==> config.mk <==
export PLATFORM = sky130hd
export DESIGN_NAME = line_sensor_centroid_error_unit
export DESIGN_NICKNAME = d
export VERILOG_FILES = /design/src/design/lsce_pkg.sv /design/src/design/lsce_accum.sv /design/src/design/lsce_div.sv /design/src/design/line_sensor_centroid_error_unit.sv
export SDC_FILE = /design/constraint.sdc
export NUM_CORES = 1
export LEC_CHECK = 0
export BUFFER_PORTS_ARGS = -buffer_cell sky130_fd_sc_hd__buf_2
export CAP_MARGIN = 0
export CORE_ASPECT_RATIO = 2
export CORE_MARGIN = 2
export CORE_UTILIZATION = 60
export DETAILED_ROUTE_END_ITERATION = 6
export PLACE_DENSITY = 0.85
export SLEW_MARGIN = 20
export SYNTH_ARGS = -nofsm -noshare
export SYNTH_HDL_FRONTEND = slang
export SYNTH_HIERARCHICAL = 1
export SYNTH_SLANG_ARGS = --single-unit
==> constraint.sdc <==
create_clock -name aclk -period 3.76 [get_ports aclk]
set_input_delay 0.564 -clock aclk [delete_from_list [all_inputs] [get_ports aclk]]
set_output_delay 0.564 -clock aclk [all_outputs]
set_load 0.05 [all_outputs]
==> src/design/lsce_pkg.sv <==
// Shared types and constants for the line sensor centroid error unit.
package lsce_pkg;

    localparam int SENSOR_COUNT = 8;
    localparam int IDX_W        = $clog2(SENSOR_COUNT);
    localparam int WEIGHT_W     = 16;
    localparam int SUM_W        = 20;   // even, so the divider retires two bits a cycle
    localparam int CNT_W        = 4;
    localparam int CFG_IDX_W    = 4;
    localparam int OUT_DATA_W   = 48;   // 44 payload bits padded to whole bytes

    // Build-time pin polarity: 1 means a low pin level marks an active sensor
    localparam logic ACTIVE_LOW = 1'b1;

    localparam logic [CNT_W-1:0] CROSS_THRESHOLD = 4'd6;

    typedef enum logic [1:0] {
        STATUS_OK    = 2'd0,
        STATUS_LOST  = 2'd1,
        STATUS_CROSS = 2'd2
    } track_status_t;

    typedef enum logic [1:0] {
        ST_IDLE,
        ST_ACCUM,
        ST_DIV,
        ST_DONE
    } state_t;

    // Result of the serial weighted sum
    typedef struct packed {
        logic [SUM_W-1:0] sum;    // two's complement
        logic [CNT_W-1:0] count;
    } acc_result_t;

endpackage

==> src/design/lsce_accum.sv <==
// Serial accumulator: walks the active mask one sensor per cycle, summing weights.
module lsce_accum (
    input  logic                                                   aclk,
    input  logic                                                   aresetn,
    input  logic                                                   start,
    input  logic [lsce_pkg::SENSOR_COUNT-1:0]                      mask,
    input  logic [lsce_pkg::SENSOR_COUNT-1:0][lsce_pkg::WEIGHT_W-1:0] weights,
    output logic                                                   done,
    output lsce_pkg::acc_result_t                                  result
);
    import lsce_pkg::*;

    logic                    busy_reg, busy_next;
    logic                    done_reg, done_next;
    logic [IDX_W-1:0]        idx_reg, idx_next;
    logic [SENSOR_COUNT-1:0] mask_reg, mask_next;
    logic [SUM_W-1:0]        sum_reg, sum_next;
    logic [CNT_W-1:0]        cnt_reg, cnt_next;
    logic [WEIGHT_W-1:0]     cur_weight;

    assign cur_weight = weights[idx_reg];

    // One sensor per cycle: the mask shifts out LSB first
    always_comb begin
        busy_next = busy_reg;
        done_next = 1'b0;
        idx_next  = idx_reg;
        mask_next = mask_reg;
        sum_next  = sum_reg;
        cnt_next  = cnt_reg;
        if (start) begin
            busy_next = 1'b1;
            idx_next  = '0;
            mask_next = mask;
            sum_next  = '0;
            cnt_next  = '0;
        end else if (busy_reg) begin
            if (mask_reg[0]) begin
                sum_next = sum_reg + {{(SUM_W-WEIGHT_W){cur_weight[WEIGHT_W-1]}}, cur_weight};
                cnt_next = cnt_reg + 1'b1;
            end
            mask_next = mask_reg >> 1;
            idx_next  = idx_reg + 1'b1;
            if (idx_reg == IDX_W'(SENSOR_COUNT-1)) begin
                busy_next = 1'b0;
                done_next = 1'b1;
            end
        end
    end

    // Control state
    always_ff @(posedge aclk) begin
        if (!aresetn) begin
            busy_reg <= 1'b0;
            done_reg <= 1'b0;
        end else begin
            busy_reg <= busy_next;
            done_reg <= done_next;
        end
    end

    // Datapath
    always_ff @(posedge aclk) begin
        idx_reg  <= idx_next;
        mask_reg <= mask_next;
        sum_reg  <= sum_next;
        cnt_reg  <= cnt_next;
    end

    assign done         = done_reg;
    assign result.sum   = sum_reg;
    assign result.count = cnt_reg;

endmodule

==> src/design/lsce_div.sv <==
// Radix-4 restoring divider: signed sum by sensor count, two quotient bits per cycle.
module lsce_div (
    input  logic                          aclk,
    input  logic                          aresetn,
    input  logic                          start,
    input  lsce_pkg::acc_result_t         operands,
    output logic                          done,
    output logic [lsce_pkg::WEIGHT_W-1:0] quotient
);
    import lsce_pkg::*;

    localparam int DIV_STEPS = SUM_W / 2;
    localparam int STEP_W    = $clog2(DIV_STEPS);

    logic              busy_reg, busy_next;
    logic              done_reg, done_next;
    logic [STEP_W-1:0] step_reg, step_next;
    logic [SUM_W-1:0]  quo_reg, quo_next;
    logic [CNT_W-1:0]  rem_reg, rem_next;
    logic [CNT_W-1:0]  dvs_reg, dvs_next;
    logic              neg_reg, neg_next;
    logic [SUM_W-1:0]  magnitude;
    logic [SUM_W-1:0]  signed_quo;
    logic [CNT_W:0]    trial_a, trial_b;
    logic [CNT_W-1:0]  rem_mid, rem_fin;
    logic              bit_a, bit_b;

    // Magnitude of the dividend; the sign is applied after division
    assign magnitude = operands.sum[SUM_W-1] ? (~operands.sum + 1'b1) : operands.sum;

    // Two dependent restoring steps on narrow remainders
    always_comb begin
        trial_a = {rem_reg, quo_reg[SUM_W-1]};
        bit_a   = (trial_a >= {1'b0, dvs_reg});
        rem_mid = bit_a ? CNT_W'(trial_a - {1'b0, dvs_reg}) : trial_a[CNT_W-1:0];
        trial_b = {rem_mid, quo_reg[SUM_W-2]};
        bit_b   = (trial_b >= {1'b0, dvs_reg});
        rem_fin = bit_b ? CNT_W'(trial_b - {1'b0, dvs_reg}) : trial_b[CNT_W-1:0];
    end

    // Sequencing of the iterations
    always_comb begin
        busy_next = busy_reg;
        done_next = 1'b0;
        step_next = step_reg;
        quo_next  = quo_reg;
        rem_next  = rem_reg;
        dvs_next  = dvs_reg;
        neg_next  = neg_reg;
        if (start) begin
            busy_next = 1'b1;
            step_next = '0;
            quo_next  = magnitude;
            rem_next  = '0;
            dvs_next  = operands.count;
            neg_next  = operands.sum[SUM_W-1];
        end else if (busy_reg) begin
            quo_next  = {quo_reg[SUM_W-3:0], bit_a, bit_b};
            rem_next  = rem_fin;
            step_next = step_reg + 1'b1;
            if (step_reg == STEP_W'(DIV_STEPS-1)) begin
                busy_next = 1'b0;
                done_next = 1'b1;
            end
        end
    end

    always_ff @(posedge aclk) begin
        if (!aresetn) begin
            busy_reg <= 1'b0;
            done_reg <= 1'b0;
        end else begin
            busy_reg <= busy_next;
            done_reg <= done_next;
        end
    end

    always_ff @(posedge aclk) begin
        step_reg <= step_next;
        quo_reg  <= quo_next;
        rem_reg  <= rem_next;
        dvs_reg  <= dvs_next;
        neg_reg  <= neg_next;
    end

    // Truncation toward zero: negate the magnitude quotient for a negative sum
    assign signed_quo = neg_reg ? (~quo_reg + 1'b1) : quo_reg;
    assign quotient   = signed_quo[WEIGHT_W-1:0];
    assign done       = done_reg;

endmodule

==> src/design/line_sensor_centroid_error_unit.sv <==
// Top level of the line sensor centroid error unit: control, weights, output register.
//
//  channel  dir  handshake          payload
//  s_       in   s_tvalid/s_tready  s_tdata: pin_levels
//  m_       out  m_tvalid/m_tready  m_tdata: mask/total/errors, m_tuser: track status
//  cfg_     in   cfg_valid/ready    cfg_index, cfg_data: sensor weight writes
//
// A snapshot passes through the serial accumulator and, when a line is seen, the
// radix-4 divider; when none is seen, the divider is skipped.
// Reset (aresetn low, synchronous) zeroes the weights and the saved error.
// The result waits in the output register; a new snapshot is accepted meanwhile,
// and the block holds in its final state only if the previous result is still pending.
module line_sensor_centroid_error_unit (
    input  logic                              aclk,
    input  logic                              aresetn,
    input  logic                              s_tvalid,
    output logic                              s_tready,
    input  logic [7:0]                        s_tdata,   // [7:0] pin_levels
    output logic                              m_tvalid,
    input  logic                              m_tready,
    // [7:0] active_mask, [11:8] active_total, [27:12] steer_error,
    // [43:28] recent_valid_error, [47:44] zero
    output logic [lsce_pkg::OUT_DATA_W-1:0]   m_tdata,
    output logic [1:0]                        m_tuser,   // [1:0] track_status
    input  logic                              cfg_valid,
    output logic                              cfg_ready,
    input  logic [lsce_pkg::CFG_IDX_W-1:0]    cfg_index,
    input  logic [lsce_pkg::WEIGHT_W-1:0]     cfg_data
);
    import lsce_pkg::*;

    state_t                                   state_reg, state_next;
    logic [SENSOR_COUNT-1:0][WEIGHT_W-1:0]    weight_reg;
    logic [WEIGHT_W-1:0]                      saved_error_reg, saved_error_next;
    logic [SENSOR_COUNT-1:0]                  mask_reg;
    logic [SENSOR_COUNT-1:0]                  in_mask;
    logic                                     m_tvalid_reg;
    logic [SENSOR_COUNT-1:0]                  out_mask_reg;
    logic [CNT_W-1:0]                         out_total_reg;
    logic [WEIGHT_W-1:0]                      out_err_reg;
    logic [WEIGHT_W-1:0]                      out_recent_reg;
    track_status_t                            out_status_reg;
    logic                                     in_fire;
    logic                                     acc_start, acc_done;
    logic                                     div_start, div_done;
    logic                                     out_load;
    acc_result_t                              acc_res;
    logic [WEIGHT_W-1:0]                      div_quo;
    logic                                     line_lost;
    logic [WEIGHT_W-1:0]                      err_value;
    track_status_t                            status_value;

    // Polarity conversion of the raw pins
    assign in_mask = ACTIVE_LOW ? ~s_tdata : s_tdata;
    assign in_fire = s_tvalid && s_tready;

    lsce_accum u_accum (
        .aclk    (aclk),
        .aresetn (aresetn),
        .start   (acc_start),
        .mask    (in_mask),
        .weights (weight_reg),
        .done    (acc_done),
        .result  (acc_res)
    );

    lsce_div u_div (
        .aclk     (aclk),
        .aresetn  (aresetn),
        .start    (div_start),
        .operands (acc_res),
        .done     (div_done),
        .quotient (div_quo)
    );

    // Next state
    always_comb begin
        state_next = state_reg;
        unique case (state_reg)
            ST_IDLE: begin
                if (s_tvalid) state_next = ST_ACCUM;
            end
            ST_ACCUM: begin
                if (acc_done) state_next = (acc_res.count == '0) ? ST_DONE : ST_DIV;
            end
            ST_DIV: begin
                if (div_done) state_next = ST_DONE;
            end
            ST_DONE: begin
                if (!m_tvalid_reg || m_tready) state_next = ST_IDLE;
            end
            default: state_next = ST_IDLE;
        endcase
    end

    // FSM outputs
    always_comb begin
        s_tready  = 1'b0;
        div_start = 1'b0;
        out_load  = 1'b0;
        unique case (state_reg)
            ST_IDLE:  s_tready  = 1'b1;
            ST_ACCUM: div_start = acc_done && (acc_res.count != '0);
            ST_DIV:   ;
            ST_DONE:  out_load  = !m_tvalid_reg || m_tready;
            default:  ;
        endcase
    end

    assign acc_start = in_fire;

    // Result selection and saved error update
    always_comb begin
        line_lost        = (acc_res.count == '0);
        err_value        = line_lost ? saved_error_reg : div_quo;
        saved_error_next = err_value;
        if (line_lost)
            status_value = STATUS_LOST;
        else if (acc_res.count >= CROSS_THRESHOLD)
            status_value = STATUS_CROSS;
        else
            status_value = STATUS_OK;
    end

    // Control state, weights and saved error
    always_ff @(posedge aclk) begin
        if (!aresetn) begin
            state_reg       <= ST_IDLE;
            weight_reg      <= '0;
            saved_error_reg <= '0;
            m_tvalid_reg    <= 1'b0;
        end else begin
            state_reg <= state_next;
            if (cfg_valid && cfg_ready && !cfg_index[CFG_IDX_W-1])
                weight_reg[cfg_index[IDX_W-1:0]] <= cfg_data;
            if (out_load) begin
                saved_error_reg <= saved_error_next;
                m_tvalid_reg    <= 1'b1;
            end else if (m_tready) begin
                m_tvalid_reg    <= 1'b0;
            end
        end
    end

    // Payload registers
    always_ff @(posedge aclk) begin
        if (in_fire) mask_reg <= in_mask;
        if (out_load) begin
            out_mask_reg   <= mask_reg;
            out_total_reg  <= acc_res.count;
            out_err_reg    <= err_value;
            out_recent_reg <= saved_error_next;
            out_status_reg <= status_value;
        end
    end

    assign cfg_ready = 1'b1;
    assign m_tvalid  = m_tvalid_reg;
    assign m_tdata   = {{(OUT_DATA_W-SENSOR_COUNT-CNT_W-2*WEIGHT_W){1'b0}},
                        out_recent_reg, out_err_reg, out_total_reg, out_mask_reg};
    assign m_tuser   = out_status_reg;

    // Checks
    a_err_matches_saved: assert property (@(posedge aclk) disable iff (!aresetn)
        m_tvalid |-> (out_err_reg == out_recent_reg))
        else $error("steering error differs from saved error");

    a_lost_iff_empty: assert property (@(posedge aclk) disable iff (!aresetn)
        m_tvalid |-> ((out_status_reg == STATUS_LOST) == (out_total_reg == '0)))
        else $error("lost status does not match empty count");

    a_cross_status: assert property (@(posedge aclk) disable iff (!aresetn)
        (m_tvalid && (out_total_reg >= CROSS_THRESHOLD)) |-> (out_status_reg == STATUS_CROSS))
        else $error("crossing not flagged");

    a_div_nonzero: assert property (@(posedge aclk) disable iff (!aresetn)
        div_start |-> (acc_res.count != '0))
        else $error("divider started with zero count");

    a_accept_starts: assert property (@(posedge aclk) disable iff (!aresetn)
        in_fire |=> (state_reg == ST_ACCUM))
        else $error("accepted snapshot did not start accumulation");

endmodule

==> run summary <==
The wire length of the first global-routing pass was 46200 um. Final critical-path setup slack: 248 ps. Once the floorplan was initialized, standard cells occupied 61.3% of the core. Entering global routing, the biggest net connects 82 pins. The critical path is of the reg -> reg type. The library cell used most frequently in the layout, excluding fill and tap cells, is sky130_fd_sc_hd__nand2_1. Buffers inserted to repair hold after CTS numbered 0. Traced cell by cell, the critical path runs through buf_4 > mux4_2 > mux2_2 > ha_1 > and2_1 > and3_1 > nand3_1 > a21oi_1 > or3_1 > a32o_1. The worst hold-check slack is 315 ps, and the number of design-rule violations left by the first detailed-router iteration is 522.

The number of antenna violations at the first check in global routing was 0; the shortest clock period the worst path allows after layout was 3510 ps. The flow ran to the end, and the final reports show no timing, DRC or antenna violations. In this run the core area contains 75 standard-cell rows. The number of gates resized after CTS was 0. Clock transition at the registers of the reported paths: 70 ps. The maximum vdd drop is 0.509 mV, and the TritonCTS sink count is 257. The worst clock skew on the final layout was 17.9 ps.

The worst setup path is captured at a flop. The run gives 0 as the number of failing setup endpoints in the final timing report. The worst pin sits at a relative slew slack of 38.0%.

The async set-or-reset flop fraction in the synthesized netlist came out at 0%. The complex-gate fraction of the synthesized area was 10.1%. TritonCTS built the clock tree. Worst hold path class: in -> reg. The floorplan step defined a die boundary enclosing 0.0227 mm2.

The detailed-route vias per instance was 5.97. 86 I/O pins were placed. The tree is rooted in a sky130_fd_sc_hd__clkbuf_16. Sequential cells were found to cover 45.4% of the synthesized design area. The run gives 0 as the remaining antenna violation count after routing. The arrival time of data at the critical path endpoint was 3910 ps; the power density over the cells was 521 mW/mm2. In the final timing run, aggregate negative setup slack is 0 ps.

The flip-flop and latch count after synthesis was 257. The synthesis-to-finish area growth is 7.99%. During synthesis, Yosys emitted a total of 6 warnings. Timing would allow up to 0.285 GHz. In the finished design, the share of the clock period the worst path needs comes to 93.4%.

Grouping stages by cell kind, the critical path spends the most delay in simple AND/OR/NAND/NOR gates. The number of buffers and inverters on the critical path is 1, and the final standard cell count with taps included and fillers excluded is 1590. For this run, the total global-route usage over all layers was measured as 25.3%.

The number of antenna diodes in the final layout is 0. The count of buffers added by post-CTS timing repair for setup is 0, and the quantity of I/O buffers inserted on ports is 80. The maximum root-to-sink buffer count is 3. The mux share of post-synthesis cell area is 16.4%, and the total iterations of the first detailed-routing run is 5. At the placement stage, the worst setup path has a slack of 330 ps. Along the worst path, the maximum fanout reaches 14. The later pin in the worst-skew pair is clocked with a latency of 510 ps. Share of the core filled with cells: 66.2%. Counting flops with a built-in enable in the synthesized netlist gives 71.

Summed over all cells, the static leakage comes to 5.63 nW. The register with the most flip-flops in the layout has 128 of them. The tools report the final number of hold-violating endpoints as 0. Dominant combinational cell family by area after synthesis: multiplexers. The remaining global-route overflow came out at 0. The worst setup path is launched from a flop. Setup repair after global routing left no endpoint under its margin.

A synthesized cell averages 10.0 um2. The top cell types in the final layout, fill and taps aside, are sky130_fd_sc_hd__nand2_1 (190), sky130_fd_sc_hd__dfxtp_1 (185), sky130_fd_sc_hd__nor2_1 (131). The overall die width was 108 um.

The run gives 0.910 as the global placement routability congestion. The total via count in the routed design is 9498. Synthesis handed over a netlist of 1287 instances. The vertical die dimension is 211 um.

Dividing the detail-routed wire length by the instance count gives 18.2 um. The number of instances in the placed design was 1552; the adder-cell share of the synthesized area was 4.15%. The commonest register cell after synthesis is sky130_fd_sc_hd__dfxtp_1.

The critical path's largest stage delay works out to 540 ps. Counting distinct cell types in the post-synthesis netlist gives 78. Once detailed placement completed, the half-perimeter wirelength came to 20200 um.

For the number of global-route vias before repair, the log shows 9573. In the routed design, unresolved DRC markers number 0. The measured slew at the worst slew-check pin came out at 929 ps.

The slowest stage of the critical path belongs to the cell sky130_fd_sc_hd__dfxtp_2. The core region is 0.0210 mm2. The post-synthesis share of cell area spent on and, or, nand and nor gates came out at 14.6%.

Summing the areas of all xor and xnor instances in the mapped netlist gives 3.40% of the synthesized area. For the total CTS buffers, the log shows 22. The required time of the critical path is 4160 ps. For the net total in the final layout, the log shows 1381.

Across the run, the number of max-cap violations was 0. The count of pins over their slew limit was 0. The post-synthesis instance area is 0.0129 mm2. The post-route netlist has 18.1% of its cells at a drive strength greater than 1. Wires add up to 28900 um.

The tools report the total number of H-tree levels as 1.
[cell usage after synthesis (all sizes together) (7+ instances only)]
cell type	instances	share of area, %
mux4	32	5.6
a21oi	116	4.5
inv	29	0.84
mux2	45	4.0
buf	67	3.7
mux2i	88	6.8
nand2	190	5.5
nand4	9	0.44
xor2	24	1.6
edfxtp	71	17
xnor2	26	1.8
o31ai	9	0.52
nor3	12	0.50
nor2	133	3.9
clkbuf	45	1.3
dfxtp	186	29
nand3	11	0.47
nor2b	12	0.64
a211oi	7	0.41
o21ai	29	1.2
ha	38	3.7
and2	8	0.39
a21o	10	0.58
[worst register-to-register path, cell delays in order, from the launching register on]
cell and delay (ps):
sky130_fd_sc_hd__dfxtp_2 540, sky130_fd_sc_hd__buf_4 360, sky130_fd_sc_hd__mux4_2 540, sky130_fd_sc_hd__mux2_2 270, sky130_fd_sc_hd__ha_1 350, sky130_fd_sc_hd__and2_1 210
sky130_fd_sc_hd__and3_1 190, sky130_fd_sc_hd__nand3_1 180, sky130_fd_sc_hd__a21oi_1 130, sky130_fd_sc_hd__or3_1 380, sky130_fd_sc_hd__a32o_1 250
[per-stage QoR]
step / total power, mW / instance area (um2)
final: 7.25 / 13900
after global routing: 7.55 / 13900
after CTS: 7.28 / 13900
after detailed placement: 5.11 / 13200
after global placement: 5.06 / 13200
after floorplan: 4.68 / 12900
[area by class of cell]
type	instances	area (um2)
clock buffers	33	647
multi-input cells	892	6320
flip-flops and latches	257	5860
inverters	29	111
repair buffers	105	613
well taps	269	337
fillers	1653	7100
clock inverters	5	37.5
[cells by family (layout without fill, tap and decap cells)]
logic type | after synthesis | after routing
and+or+nand+nor | 417 | 417
DFF | 257 | 257
AOI/OAI and AO/OA | 214 | 214
muxes | 165 | 165
buffers and inverters | 141 | 172
xor gates and xnor gates | 50 | 50
adders and majority gates | 41 | 41
other | 2 | 5
[path summary, 6_finish.rpt]
path                                        start                               end  slack [ps]  cells past startpoint
setup / recovery  u_accum/idx_reg[0]$_SDFFE_PP0P_  u_accum/sum_reg[15]$_SDFFE_PP0P_         250                     10
hold / removal                         s_tdata[4]             mask_reg[4]$_DFFE_PP_         310                      2
setup reg to reg  u_accum/idx_reg[0]$_SDFFE_PP0P_  u_accum/sum_reg[15]$_SDFFE_PP0P_         250                     10
hold reg to reg             mask_reg[3]$_DFFE_PP_         out_mask_reg[3]$_DFFE_PP_         420                      0
[layer usage]
layer,share of wire (%),global-route usage (%),vias up
li1,-,-,4507
met5,0,0,-
met2,55,47.8,326
met4,5.9,15.0,0
met3,4.4,2.56,108
met1,35,26.3,4557
[power by group]
part	switching (mW)	internal, mW	total [mW]
Combinational	1.06	0.762	1.82
Clock	0.986	1.20	2.18
Sequential	0.177	3.07	3.25
(Power assumes the default switching activity.)
